## src/hdl/ttt_pkg.sv

```systemverilog
// ----------------------------------------------------------------------------
// ttt_pkg
// Shared types and constants of the text tokenizer: token kinds, lexer
// modes, character codes and the token/entry records passed between parts.
// ----------------------------------------------------------------------------
package ttt_pkg;

    // Default widths and depths
    localparam int POS_BITS_DEF   = 16;
    localparam int QUEUE_DEPTH_DEF = 4;

    // Token kinds
    localparam logic [2:0] KIND_COMMENT  = 3'd0;
    localparam logic [2:0] KIND_IDENT    = 3'd1;
    localparam logic [2:0] KIND_STRING   = 3'd2;
    localparam logic [2:0] KIND_NUMBER   = 3'd3;
    localparam logic [2:0] KIND_OPERATOR = 3'd4;
    localparam logic [2:0] KIND_END      = 3'd5;

    // Lexer modes
    localparam logic [2:0] MODE_IDLE    = 3'd0;
    localparam logic [2:0] MODE_SLASH   = 3'd1;
    localparam logic [2:0] MODE_COMMENT = 3'd2;
    localparam logic [2:0] MODE_NUMBER  = 3'd3;
    localparam logic [2:0] MODE_STRING  = 3'd4;
    localparam logic [2:0] MODE_IDENT   = 3'd5;

    // Character codes
    localparam logic [7:0] CH_NUL    = 8'h00;
    localparam logic [7:0] CH_TAB    = 8'h09;
    localparam logic [7:0] CH_NL     = 8'h0A;
    localparam logic [7:0] CH_VT     = 8'h0B;
    localparam logic [7:0] CH_FF     = 8'h0C;
    localparam logic [7:0] CH_CR     = 8'h0D;
    localparam logic [7:0] CH_SPACE  = 8'h20;
    localparam logic [7:0] CH_QUOTE  = 8'h22;
    localparam logic [7:0] CH_COMMA  = 8'h2C;
    localparam logic [7:0] CH_DOT    = 8'h2E;
    localparam logic [7:0] CH_SLASH  = 8'h2F;
    localparam logic [7:0] CH_ZERO   = 8'h30;
    localparam logic [7:0] CH_NINE   = 8'h39;
    localparam logic [7:0] CH_SEMI   = 8'h3B;
    localparam logic [7:0] CH_LBRACK = 8'h5B;
    localparam logic [7:0] CH_BSLASH = 8'h5C;
    localparam logic [7:0] CH_RBRACK = 8'h5D;
    localparam logic [7:0] CH_LBRACE = 8'h7B;
    localparam logic [7:0] CH_RBRACE = 8'h7D;

    // One emitted token, fields already saturated to the output width
    typedef struct packed {
        logic [2:0]  kind;
        logic [15:0] start;
        logic [15:0] length;
        logic [15:0] line;
    } t_token;

    // Tokens caused by one byte: count 1 or 2
    typedef struct packed {
        logic [1:0] cnt;
        t_token     tok0;
        t_token     tok1;
    } t_entry;

endpackage

```

## src/hdl/triple_text_tokenizer_core.sv

```systemverilog
// ----------------------------------------------------------------------------
// triple_text_tokenizer_core
// Streaming text tokenizer: one byte per cycle in while not full, tokens
// out through a queue-style interface.
// A byte's first token passes through the queue and then the output
// register, which loads when it is free or being taken.
// Throughput: one byte per cycle while not full; output drains one token
// per cycle while popped, so a byte causing two tokens is absorbed by the
// QUEUE_DEPTH-entry queue between lexer and output register.
// Reset: synchronous, active low; returns lexer to between-tokens at offset 0.
// ----------------------------------------------------------------------------
module triple_text_tokenizer_core
    import ttt_pkg::*;
#(
    parameter int POSITION_BITS = POS_BITS_DEF,
    parameter int QUEUE_DEPTH   = QUEUE_DEPTH_DEF
) (
    input  logic        i_clk,
    input  logic        i_rst_n,
    input  logic        push,
    output logic        full,
    input  logic [7:0]  i_text_byte,
    input  logic        i_end_of_input,
    output logic        empty,
    input  logic        pop,
    output logic [2:0]  o_token_kind,
    output logic [15:0] o_value_start,
    output logic [15:0] o_value_length,
    output logic [15:0] o_start_line,
    output logic        o_last_of_run
);

    logic   q_push, q_full, q_pop, q_empty;
    t_entry q_in, q_out;
    t_token tok;

    // Front end: lexer
    ttt_front #(
        .POSITION_BITS (POSITION_BITS)
    ) u_front (
        .i_clk          (i_clk),
        .i_rst_n        (i_rst_n),
        .i_push         (push),
        .i_text_byte    (i_text_byte),
        .i_end_of_input (i_end_of_input),
        .i_q_full       (q_full),
        .o_q_push       (q_push),
        .o_q_entry      (q_in)
    );

    assign full = q_full;

    // Queue between the two halves
    ttt_fifo #(
        .DEPTH (QUEUE_DEPTH)
    ) u_fifo (
        .i_clk   (i_clk),
        .i_rst_n (i_rst_n),
        .i_push  (q_push),
        .i_entry (q_in),
        .o_full  (q_full),
        .i_pop   (q_pop),
        .o_empty (q_empty),
        .o_entry (q_out)
    );

    // Back end: token output
    ttt_back u_back (
        .i_clk     (i_clk),
        .i_rst_n   (i_rst_n),
        .i_q_empty (q_empty),
        .i_q_entry (q_out),
        .o_q_pop   (q_pop),
        .i_pop     (pop),
        .o_empty   (empty),
        .o_tok     (tok),
        .o_last    (o_last_of_run)
    );

    assign o_token_kind   = tok.kind;
    assign o_value_start  = tok.start;
    assign o_value_length = tok.length;
    assign o_start_line   = tok.line;

endmodule

```

## src/hdl/ttt_front.sv

```systemverilog
// ----------------------------------------------------------------------------
// ttt_front
// Lexer front end: takes one byte per cycle while the queue is not full,
// tracks mode, position and line, and pushes the tokens each byte causes
// into the queue as one entry.
module ttt_front
    import ttt_pkg::*;
#(
    parameter int POSITION_BITS = POS_BITS_DEF
) (
    input  logic         i_clk,
    input  logic         i_rst_n,
    input  logic         i_push,
    input  logic [7:0]   i_text_byte,
    input  logic         i_end_of_input,
    input  logic         i_q_full,
    output logic         o_q_push,
    output t_entry       o_q_entry
);

    localparam int P = POSITION_BITS;

    // Lexer state
    logic [2:0]   r_mode,  n_mode;
    logic [P-1:0] r_pos,   n_pos;
    logic [P-1:0] r_line,  n_line;
    logic [P-1:0] r_begin, n_begin;
    logic [P-1:0] r_bline, n_bline;
    logic         r_bs,    n_bs;

    logic [P-1:0] pos_inc, line_inc;
    logic [P:0]   open_len, cmt_len;
    logic         eof, accept;
    logic         b_op, b_dig, b_ws, b_nl;
    t_token       open_tok, op_tok, end_tok;
    t_entry       ent;

    // begin-token decode
    logic [2:0]   bt_mode;
    logic [P-1:0] bt_begin;
    logic         bt_op;

    function automatic logic [15:0] sat16(input logic [32:0] v);
        logic [15:0] res;
        res = (v > 33'd65535) ? 16'hFFFF : v[15:0];
        return res;
    endfunction

    function automatic logic is_op(input logic [7:0] b);
        logic res;
        res = (b == CH_SEMI) || (b == CH_COMMA) || (b == CH_DOT) ||
              (b == CH_LBRACK) || (b == CH_RBRACK) ||
              (b == CH_LBRACE) || (b == CH_RBRACE);
        return res;
    endfunction

    function automatic logic is_ws(input logic [7:0] b);
        logic res;
        res = (b == CH_SPACE) || (b == CH_TAB) || (b == CH_NL) ||
              (b == CH_CR) || (b == CH_VT) || (b == CH_FF);
        return res;
    endfunction

    // Classify the byte and prepare counters
    always_comb begin
        b_op  = is_op(i_text_byte);
        b_ws  = is_ws(i_text_byte);
        b_dig = (i_text_byte >= CH_ZERO) && (i_text_byte <= CH_NINE);
        b_nl  = (i_text_byte == CH_NL);
        eof   = i_end_of_input || (i_text_byte == CH_NUL);

        pos_inc  = (r_pos  == {P{1'b1}}) ? r_pos  : r_pos  + P'(1);
        line_inc = (r_line == {P{1'b1}}) ? r_line : r_line + P'(1);

        open_len = (r_pos >= r_begin) ? ({1'b0, r_pos} - {1'b0, r_begin}) : '0;
        cmt_len  = (r_pos >= r_begin) ? (open_len + (P+1)'(1)) : '0;

        open_tok.kind   = KIND_IDENT;
        open_tok.start  = sat16(33'(r_begin));
        open_tok.length = sat16(33'(open_len));
        open_tok.line   = sat16(33'(r_bline));

        op_tok.kind     = KIND_OPERATOR;
        op_tok.start    = sat16(33'(r_pos));
        op_tok.length   = 16'd1;
        op_tok.line     = sat16(33'(r_line));

        end_tok.kind    = KIND_END;
        end_tok.start   = sat16(33'(r_pos));
        end_tok.length  = 16'd0;
        end_tok.line    = sat16(33'(r_line));
    end

    // Decode how this byte would open a new token
    always_comb begin
        bt_begin = r_pos;
        bt_op    = 1'b0;
        if (b_ws) begin
            bt_mode = MODE_IDLE;
        end else if (i_text_byte == CH_SLASH) begin
            bt_mode = MODE_SLASH;
        end else if (b_dig) begin
            bt_mode = MODE_NUMBER;
        end else if (i_text_byte == CH_QUOTE) begin
            bt_mode  = MODE_STRING;
            bt_begin = pos_inc;
        end else if (b_op) begin
            bt_mode = MODE_IDLE;
            bt_op   = 1'b1;
        end else begin
            bt_mode = MODE_IDENT;
        end
    end

    // Lexer step: next state and tokens emitted
    always_comb begin
        n_mode  = r_mode;
        n_pos   = r_pos;
        n_line  = r_line;
        n_begin = r_begin;
        n_bline = r_bline;
        n_bs    = r_bs;
        ent     = '0;

        if (eof) begin
            // flush the open token, then the end token
            unique case (r_mode)
                MODE_SLASH: begin
                    ent.cnt         = 2'd1;
                    ent.tok0        = open_tok;
                    ent.tok0.length = 16'd1;
                end
                MODE_COMMENT: begin
                    ent.cnt       = 2'd1;
                    ent.tok0      = open_tok;
                    ent.tok0.kind = KIND_COMMENT;
                end
                MODE_NUMBER: begin
                    ent.cnt       = 2'd1;
                    ent.tok0      = open_tok;
                    ent.tok0.kind = KIND_NUMBER;
                end
                MODE_STRING: begin
                    ent.cnt       = 2'd1;
                    ent.tok0      = open_tok;
                    ent.tok0.kind = KIND_STRING;
                end
                MODE_IDENT: begin
                    ent.cnt  = 2'd1;
                    ent.tok0 = open_tok;
                end
                default: begin
                    ent.cnt = 2'd0;
                end
            endcase
            if (ent.cnt == 2'd1) begin
                ent.tok1 = end_tok;
                ent.cnt  = 2'd2;
            end else begin
                ent.tok0 = end_tok;
                ent.cnt  = 2'd1;
            end
            n_mode  = MODE_IDLE;
            n_pos   = '0;
            n_line  = '0;
            n_begin = '0;
            n_bline = '0;
            n_bs    = 1'b0;
        end else begin
            unique case (r_mode)
                MODE_SLASH, MODE_IDENT: begin
                    if ((r_mode == MODE_SLASH) && (i_text_byte == CH_SLASH)) begin
                        n_begin = pos_inc;
                        n_mode  = MODE_COMMENT;
                    end else if (b_op) begin
                        ent.cnt  = 2'd2;
                        ent.tok0 = open_tok;
                        ent.tok1 = op_tok;
                        n_mode   = MODE_IDLE;
                    end else if (b_ws) begin
                        ent.cnt  = 2'd1;
                        ent.tok0 = open_tok;
                        n_mode   = MODE_IDLE;
                    end else begin
                        n_mode = MODE_IDENT;
                    end
                end
                MODE_COMMENT: begin
                    if (b_nl) begin
                        ent.cnt         = 2'd1;
                        ent.tok0        = open_tok;
                        ent.tok0.kind   = KIND_COMMENT;
                        ent.tok0.length = sat16(33'(cmt_len));
                        n_mode          = MODE_IDLE;
                    end
                end
                MODE_NUMBER: begin
                    if (!b_dig) begin
                        ent.cnt       = 2'd1;
                        ent.tok0      = open_tok;
                        ent.tok0.kind = KIND_NUMBER;
                        n_mode        = bt_mode;
                        n_begin       = bt_begin;
                        n_bline       = r_line;
                        if (i_text_byte == CH_QUOTE) begin
                            n_bs = 1'b0;
                        end
                        if (bt_op) begin
                            ent.cnt  = 2'd2;
                            ent.tok1 = op_tok;
                        end
                    end
                end
                MODE_STRING: begin
                    if ((i_text_byte == CH_QUOTE) && !r_bs) begin
                        ent.cnt       = 2'd1;
                        ent.tok0      = open_tok;
                        ent.tok0.kind = KIND_STRING;
                        n_mode        = MODE_IDLE;
                    end
                    n_bs = (i_text_byte == CH_BSLASH);
                end
                default: begin
                    n_mode  = bt_mode;
                    n_begin = bt_begin;
                    n_bline = r_line;
                    if (i_text_byte == CH_QUOTE) begin
                        n_bs = 1'b0;
                    end
                    if (bt_op) begin
                        ent.cnt  = 2'd1;
                        ent.tok0 = op_tok;
                    end
                end
            endcase
            if (b_nl) begin
                n_line = line_inc;
            end
            n_pos = pos_inc;
        end
    end

    assign accept    = i_push && !i_q_full;
    assign o_q_push  = accept && (ent.cnt != 2'd0);
    assign o_q_entry = ent;

    // Advance lexer state on each accepted item
    always_ff @(posedge i_clk) begin
        if (!i_rst_n) begin
            r_mode  <= MODE_IDLE;
            r_pos   <= '0;
            r_line  <= '0;
            r_begin <= '0;
            r_bline <= '0;
            r_bs    <= 1'b0;
        end else if (accept) begin
            r_mode  <= n_mode;
            r_pos   <= n_pos;
            r_line  <= n_line;
            r_begin <= n_begin;
            r_bline <= n_bline;
            r_bs    <= n_bs;
        end
    end

endmodule

```

## src/hdl/ttt_fifo.sv

```systemverilog
// ----------------------------------------------------------------------------
// ttt_fifo
// Short queue of token entries between the lexer front end and the output
// stage, so that each side can stall on its own.
// ----------------------------------------------------------------------------
module ttt_fifo
    import ttt_pkg::*;
#(
    parameter int DEPTH = QUEUE_DEPTH_DEF
) (
    input  logic   i_clk,
    input  logic   i_rst_n,
    input  logic   i_push,
    input  t_entry i_entry,
    output logic   o_full,
    input  logic   i_pop,
    output logic   o_empty,
    output t_entry o_entry
);

    localparam int PW = $clog2(DEPTH);
    localparam int CW = $clog2(DEPTH + 1);

    t_entry          r_mem [DEPTH];
    logic [PW-1:0]   r_wr_ptr, n_wr_ptr;
    logic [PW-1:0]   r_rd_ptr, n_rd_ptr;
    logic [CW-1:0]   r_count,  n_count;
    logic            do_push, do_pop;

    assign o_full  = (r_count == CW'(DEPTH));
    assign o_empty = (r_count == '0);
    assign o_entry = r_mem[r_rd_ptr];
    assign do_push = i_push && !o_full;
    assign do_pop  = i_pop && !o_empty;

    // Advance pointers with wrap at the depth
    always_comb begin
        n_wr_ptr = r_wr_ptr;
        n_rd_ptr = r_rd_ptr;
        n_count  = r_count;
        if (do_push) begin
            n_wr_ptr = (r_wr_ptr == PW'(DEPTH - 1)) ? '0 : r_wr_ptr + PW'(1);
        end
        if (do_pop) begin
            n_rd_ptr = (r_rd_ptr == PW'(DEPTH - 1)) ? '0 : r_rd_ptr + PW'(1);
        end
        if (do_push && !do_pop) begin
            n_count = r_count + CW'(1);
        end else if (do_pop && !do_push) begin
            n_count = r_count - CW'(1);
        end
    end

    always_ff @(posedge i_clk) begin
        if (!i_rst_n) begin
            r_wr_ptr <= '0;
            r_rd_ptr <= '0;
            r_count  <= '0;
        end else begin
            r_wr_ptr <= n_wr_ptr;
            r_rd_ptr <= n_rd_ptr;
            r_count  <= n_count;
        end
    end

    // Store entries
    always_ff @(posedge i_clk) begin
        if (do_push) begin
            r_mem[r_wr_ptr] <= i_entry;
        end
    end

endmodule

```

## src/hdl/ttt_back.sv

```systemverilog
// ----------------------------------------------------------------------------
// ttt_back
// Output stage: takes entries from the queue and presents their tokens one
// at a time in an output register, marking the last token of each byte.
// ----------------------------------------------------------------------------
module ttt_back
    import ttt_pkg::*;
(
    input  logic   i_clk,
    input  logic   i_rst_n,
    input  logic   i_q_empty,
    input  t_entry i_q_entry,
    output logic   o_q_pop,
    input  logic   i_pop,
    output logic   o_empty,
    output t_token o_tok,
    output logic   o_last
);

    logic   r_valid;
    logic   r_pend;
    logic   r_last;
    t_token r_tok;
    t_token r_ptok;
    logic   load;

    // Refill the output register when it is free or being taken
    assign load    = !r_valid || i_pop;
    assign o_q_pop = load && !r_pend && !i_q_empty;
    assign o_empty = !r_valid;
    assign o_tok   = r_tok;
    assign o_last  = r_last;

    // Control state
    always_ff @(posedge i_clk) begin
        if (!i_rst_n) begin
            r_valid <= 1'b0;
            r_pend  <= 1'b0;
        end else if (load) begin
            if (r_pend) begin
                r_valid <= 1'b1;
                r_pend  <= 1'b0;
            end else if (!i_q_empty) begin
                r_valid <= 1'b1;
                r_pend  <= (i_q_entry.cnt == 2'd2);
            end else begin
                r_valid <= 1'b0;
            end
        end
    end

    // Payload: hold the second token until the first is taken
    always_ff @(posedge i_clk) begin
        if (load) begin
            if (r_pend) begin
                r_tok  <= r_ptok;
                r_last <= 1'b1;
            end else if (!i_q_empty) begin
                r_tok  <= i_q_entry.tok0;
                r_last <= (i_q_entry.cnt != 2'd2);
                r_ptok <= i_q_entry.tok1;
            end
        end
    end

endmodule

```

## config.mk

```make
export PLATFORM = sky130hd
export DESIGN_NAME = triple_text_tokenizer_core
export DESIGN_NICKNAME = d
export VERILOG_FILES = /design/src/hdl/ttt_pkg.sv /design/src/hdl/triple_text_tokenizer_core.sv /design/src/hdl/ttt_front.sv /design/src/hdl/ttt_fifo.sv /design/src/hdl/ttt_back.sv
export SDC_FILE = /design/constraint.sdc
export NUM_CORES = 1
export LEC_CHECK = 0
export BUFFER_PORTS_ARGS = -buffer_cell sky130_fd_sc_hd__buf_2
export CAP_MARGIN = 5
export CORE_AREA = 2 2 277 279
export CTS_BUF_LIST = sky130_fd_sc_hd__clkbuf_8
export CTS_CLUSTER_SIZE = 30
export DETAILED_ROUTE_END_ITERATION = 8
export DIE_AREA = 0 0 279 281
export GPL_TIMING_DRIVEN = 0
export PLACE_DENSITY = 0.54
export SYNTH_ARGS = -nofsm -noshare
export SYNTH_HDL_FRONTEND = slang
export SYNTH_SLANG_ARGS = --single-unit
```

## constraint.sdc

```tcl
create_clock -name i_clk -period 5.2 [get_ports i_clk]
set_clock_uncertainty 0.1 [all_clocks]
set_input_delay 0.78 -clock i_clk [delete_from_list [all_inputs] [get_ports i_clk]]
set_output_delay 0.78 -clock i_clk [all_outputs]
set_load 0.05 [all_outputs]
```

Word level (Yosys, flattened, before mapping)
Memory sizes are Yosys's and may differ from the RTL's. A register that Yosys moved wholly into a read port is not among the register bits.
Cells that the tools add are included.
{"block": "word_totals", "register_bits": 180, "ram_bits": 416, "memories": 1, "input_bits": 13}
{"block": "op_classes", "reduce_logical": 48, "order_cmp": 5, "n_bitwise": 2, "n_addsub": 8, "eq_ne": 38, "mux": 76}
{"memory": "u_fifo.r_mem", "words": 4, "word_bits": 104, "read_ports": 1, "rd_ports_with_merged_regs": 1, "write_ports": 1, "line": "ttt_fifo.sv:24", "source": "t_entry r_mem [DEPTH];"}
{"operator": "$mux 104", "n": 3}
{"operator": "$mux 51", "n": 6}
{"operator": "$mux 16", "n": 16}
{"operator": "$pmux 50 s5", "n": 1}
{"operator": "$pmux 53 s4", "n": 1}
{"operator": "$mux 52", "n": 4}
{"operator": "$pmux 51 s2", "n": 1}
{"operator": "$mux 53", "n": 1}
{"operator": "$eq 8x6->1 const B", "n": 6}
{"operator": "$pmux 16 s3", "n": 1}
{"operator": "$mux 3", "n": 14}
{"operator": "$eq 8x4->1 const B", "n": 5}
{"operator": "$eq 8x7->1 const B", "n": 5}
{"operator": "$gt 17x16->1 const B", "n": 2}
{"operator": "$mux 17", "n": 2}
{"operator": "$add 16x1->16 const B", "n": 2}
{"operator": "$eq 16x16->1 const B", "n": 2}
{"operator": "$pmux 16 s2", "n": 1}
{"operator": "$add 17x1->17 const B", "n": 1}
{"operator": "$sub 16x16->17", "n": 1}
{"operator": "$ge 16x16->1", "n": 1}
{"operator": "$mux 1", "n": 16}
{"operator": "$mux 2", "n": 7}
{"operator": "$logic_or 1x1->1", "n": 13}
{"operator": "29 further kinds", "n": 65}

Longest topological paths before layout
{"block": "depth", "word_depth": 23, "mapped_depth": 22, "mapped_depth_nobuf": 20}

Modules after synthesis
A second synthesis with hierarchy kept.
{"block": "hier_totals", "hier_cells": 1628, "area_unflattened_um2": 25700.9}
{"mod": "ttt_fifo", "cells_each": 595, "n_inst": 1, "area_per_inst_um2": 15498.6}
{"mod": "ttt_front", "cells_each": 859, "n_inst": 1, "area_per_inst_um2": 6227.2}
{"mod": "ttt_back", "cells_each": 174, "n_inst": 1, "area_per_inst_um2": 3975.1}

Worst setup path after synthesis
Ideal clock, no wire load.
{"block": "synth_timing", "kind": "input to register", "from": "input i_text_byte[5]", "to": "memory u_fifo.r_mem[0][0] (netlist bit), enable pin", "required_ps": 4643, "path_slack_ps": 105, "arrival_time_ps": 4539, "setup_ps": 457, "path_stages": 8, "path_cell_list": "clkbuf_1 -> nand3b_1 -> nor4b_1 -> a41o_1 -> a21oi_1 -> a211oi_1 -> o21a_1 -> and2_1"}
{"block": "synth_between", "elab_chain_cells": 21}
{"element": "from (decl)", "line": "triple_text_tokenizer_core.sv:22", "source": "input logic [7:0] i_text_byte,"}
{"element": "$eq 8x6->1", "line": "ttt_front.sv:51", "source": "res = (b == CH_SEMI) || (b == CH_COMMA) || (b == CH_DOT) ||"}
{"element": "$logic_or 1x1->1 (3 in series)", "line": "ttt_front.sv:51"}
{"element": "$logic_or 1x1->1 (2 in series)", "line": "ttt_front.sv:52", "source": "(b == CH_LBRACK) || (b == CH_RBRACK) ||"}
{"element": "$logic_or 1x1->1", "line": "ttt_front.sv:53", "source": "(b == CH_LBRACE) || (b == CH_RBRACE);"}
{"element": "$mux 1", "line": "ttt_front.sv:107", "source": "end else if (b_op) begin"}
{"element": "$mux 1", "line": "ttt_front.sv:104", "source": "end else if (i_text_byte == CH_QUOTE) begin"}
{"element": "$mux 1", "line": "ttt_front.sv:102", "source": "end else if (b_dig) begin"}
{"element": "$mux 1", "line": "ttt_front.sv:100", "source": "end else if (i_text_byte == CH_SLASH) begin"}
{"element": "[3 not listed]"}
{"element": "$pmux 53 s4", "line": "ttt_front.sv:170", "source": "unique case (r_mode)"}
{"element": "$mux 104 *", "line": "ttt_front.sv:125", "source": "if (eof) begin"}
{"element": "$reduce_bool 2->1 *", "line": "ttt_front.sv:244", "source": "assign o_q_push = accept && (ent.cnt != 2'd0);"}
{"element": "$logic_and 1x1->1 *", "line": "ttt_front.sv:244"}
{"element": "$logic_and 1x1->1 *", "line": "ttt_fifo.sv:33", "source": "assign do_push = i_push && !o_full;"}
{"element": "via u_fifo.do_push", "line": "ttt_fifo.sv:28", "source": "logic do_push, do_pop;"}
{"element": "$mux 1 *", "line": "ttt_fifo.sv:68", "source": "if (do_push) begin"}
{"element": "$mux 1 (implied by the code) *", "line": "ttt_fifo.sv:69", "source": "r_mem[r_wr_ptr] <= i_entry;"}
{"element": "to (decl)", "line": "ttt_fifo.sv:24"}
The timed path passes the listed nets; every way through them passes the cells marked *.

==> flow_summary.json <==
{
  "p_int_mw": 8.27,
  "antenna_found_initial": 1,
  "powerDensity_nw_per_um2": 474,
  "wl_per_cell_um": 20.5,
  "portBuffers": 63,
  "fin_nets": 1740,
  "ys_seq_area_share_pct": 65.9,
  "pin_count": 67,
  "p_sw_share_pct": 32.9,
  "crit_buf_inv": 1,
  "seq_power_share_pct": 44.0,
  "syn_avg_cell_area_um2": 14.6,
  "crit_path_frequent_cell": "a21oi_1",
  "drc": 0,
  "final_area_um2": 26000,
  "max-slew-margin-rel_pct": 13.8,
  "drv_slew": 0,
  "cts_buffers": 86,
  "hp-class": "flip-flop to flip-flop",
  "synth_flop_cell": "edfxtp_1",
  "gp_congestion": 0.863,
  "pwr-share-clk_pct": 27.5,
  "reg2reg_to": "u_fifo.r_mem[1][67]$_DFFE_PP_",
  "crit_chain": "inv_1, ha_1, fa_1, nand2b_1, a211oi_2, o21ai_0, a21oi_1, nand3_2, nor3b_2, nor3b_4, nand2_1, nor3_4, ha_4, a21oi_1, a221oi_2, o221ai_1, and3_2",
  "grt_pass1_vias": 14000,
  "clock-sinks": 518,
  "yosysUniqueCellTypes": 79,
  "p_comb_share_pct": 28.5,
  "crit_family": "simple AND/OR/NAND/NOR gates",
  "grt_max_degree": 50,
  "slowest_delay_ps": 540,
  "required_ps": 5520,
  "dp_hpwl_mm": 38.3,
  "placed_cell_area_um2": 24200,
  "synthArstFlopShare_pct": 0,
  "path_class": "flip-flop to flip-flop",
  "p_sw_mw": 4.05,
  "grt_first_pass_wirelength_mm": 86.0,
  "post-route-util_pct": 34.4,
  "drive_gt1_share_pct": 20.7,
  "synth-seq-cells": 518,
  "synth_warnings": 0,
  "rows": 101,
  "drv_cap": 0,
  "design.core.area_um2": 75400,
  "die_area_um2": 78400,
  "r2r_start": "u_front.r_pos[0]$_SDFFE_PN0P_",
  "ant_nets": 0,
  "area_growth_syn_to_layout_pct": 15.9,
  "fin_cells": 2750,
  "crit_fanout": 6,
  "cp.arrival_ps": 5250,
  "hold-path-endpoint": "u_front.r_bline[10]$_SDFFE_PN0P_",
  "worstSetupStartpointType": "flip-flop",
  "synth.cell_area_um2": 22400,
  "rsz0062_at_grt": "false",
  "grt.total_usage_pct": 14.6,
  "vdd_drop_max_mv": 0.211,
  "num_vias": 13600,
  "reg2reg_depth": 17,
  "layout_common_cells": "edfxtp_1 (439), nand2_1 (99), clkbuf_8 (94)",
  "syn-instance-count": 1535,
  "cp_slowest_cell": "a21oi_1",
  "syn-num-nets": 1576,
  "die_y_um": 281,
  "clk_latency_ps": 690,
  "clk_pin_slew_worst_paths_ps": 60,
  "reg2reg_slack_ps": 270,
  "die_x_um": 279,
  "routed_wl_mm": 56.5,
  "status": "complete, no violations",
  "worst_pin_slew_ps": 1290,
  "whs_ps": 358,
  "hold_depth": 2,
  "fmax_mhz": 203,
  "cts_buffer_depth": 3,
  "cts_root_buf": "clkbuf_8",
  "fillCellCount": 7289,
  "finalSetupViolCount": 0,
  "overflow": 0,
  "end_kind": "flip-flop",
  "final_hold_viol_count": 0,
  "dp_cells": 2587,
  "tritoncts": "yes",
  "fin_crit_sh_pct": 94.7,
  "viasPerCell": 4.96,
  "holdBufCountCts": 0,
  "p_leak_nw": 8.69,
  "final_common_cell": "edfxtp_1",
  "synth-edff-count": 439,
  "layout_min_cycle_time_ps": 4930,
  "drt_iter0_drc": 925,
  "h-tree-depth": 3,
  "worstHoldStart": "u_front.r_bline[10]$_SDFFE_PN0P_",
  "first_pass_iters": 7,
  "initial_utilization_pct": 29.7
}
-- state kept, by name (all words and copies together), names as in the netlist, 2 cells and up, named ones only --
signal	cells
u_front.r_line	16
u_front.r_begin	16
u_fifo.r_count	3
u_front.r_pos	16
u_fifo.r_wr_ptr	2
u_fifo.r_mem	352
u_front.r_mode	3
u_front.r_bline	16
u_back.o_tok	51
u_fifo.r_rd_ptr	2
u_back.r_ptok	35
-- what timing repair did --
| item | CTS | global route |
|---|---|---|
| buffers inserted | 1 | 2 |
| pin swaps | 2 | 7 |
| endpoints found under the setup margin | 52 | 64 |
| gates resized for setup | 9 | 15 |
-- routing by layer --
metal	up-vias	global-route usage, %	share of wire, %
li1	6300	-	-
met1	6924	19.0	44
met2	328	24.2	49
met3	93	2.44	4.5
met4	0	5.87	2.9
met5	-	0	0
-- worst max path at each step --
stage,slack [ps],start,depth (start not counted),endpoint
2_1_floorplan,100,i_text_byte[5],8,u_fifo.r_mem[0][0]$_DFFE_PP_
3_3_place_gp,-3900,pop,10,u_fifo.r_count[2]$_SDFFE_PN0P_
3_5_place_dp,-450,u_front.r_begin[4]$_SDFFE_PN0P_,20,u_fifo.r_mem[3][67]$_DFFE_PP_
4_1_cts,10,u_front.r_pos[0]$_SDFFE_PN0P_,21,u_fifo.r_mem[1][67]$_DFFE_PP_
5_1_grt,40,u_front.r_begin[4]$_SDFFE_PN0P_,21,u_fifo.r_mem[1][67]$_DFFE_PP_
6_report,270,u_front.r_pos[0]$_SDFFE_PN0P_,17,u_fifo.r_mem[1][67]$_DFFE_PP_
-- layout make-up --
type,count,area [µm²],area share [%]
Sequential cell,518,14800,56.9
Multi-Input combinational cell,886,7250,27.9
Clock buffer,94,1290,4.98
Tap cell,978,1220,4.71
Timing Repair Buffer,78,572,2.20
Clock inverter,66,352,1.35
Buffer,84,332,1.28
Inverter,45,169,0.651
Antenna cell,1,2.50,0.00964
-- synth_stat cells, types with 24 or more instances --
master	instances	share of area, %
o21ai_0	70	1.6
and2_1	52	1.5
inv_1	45	0.75
nor2b_1	33	0.92
ha_1	26	1.5
dfxtp_1	79	7.1
nand3_1	42	0.94
clkbuf_1	71	1.2
nor2_1	79	1.3
mux4_2	86	8.6
nand2_1	99	1.7
a21oi_1	56	1.3
edfxtp_1	439	59
nor3_1	24	0.54
a22o_1	34	1.3
a21boi_0	26	0.87
mux2_2	35	1.8
-- power by group through the flow --
| stage | sequential (mW) | combinational [mW] | clock, mW |
|---|---|---|---|
| final | 5.42 | 3.51 | 3.39 |
| after global routing | 5.47 | 3.77 | 3.69 |
| after CTS | 5.43 | 3.59 | 3.52 |
| after detailed placement | 5.51 | 3.58 | 0 |
| after global placement | 5.61 | 3.36 | 0 |
| after floorplan | 6.28 | 1.69 | 0 |
-- through the flow --
step	total power, mW	setup TNS, ps	worst slack (ps)
finish	12.3	0	275
global route	12.9	0	39.0
floorplan	7.97	0	105
CTS	12.5	0	11.1
global placement	8.97	-1208440	-3900
detailed placement	9.09	-22710	-449
-- tightest hold or removal path, stage by stage, from the launching register on --
cell	delay [ps]
dfxtp_1	310
nand2_1	50
a21boi_0	60
-- kinds of logic after synthesis --
| family | Yosys count | share of synthesized area (%) |
|---|---|---|
| adder cells (fa/ha/maj) | 28 | 1.63 |
| AND/OR/NAND/NOR | 419 | 9.80 |
| multiplexers | 129 | 10.8 |
| buffers and inverters | 131 | 2.23 |
| AO/OA/AOI/OAI | 274 | 8.26 |
| flip-flops | 518 | 65.9 |
| XOR/XNOR | 36 | 1.41 |
Note: power is estimated with default switching activity, not from simulation.
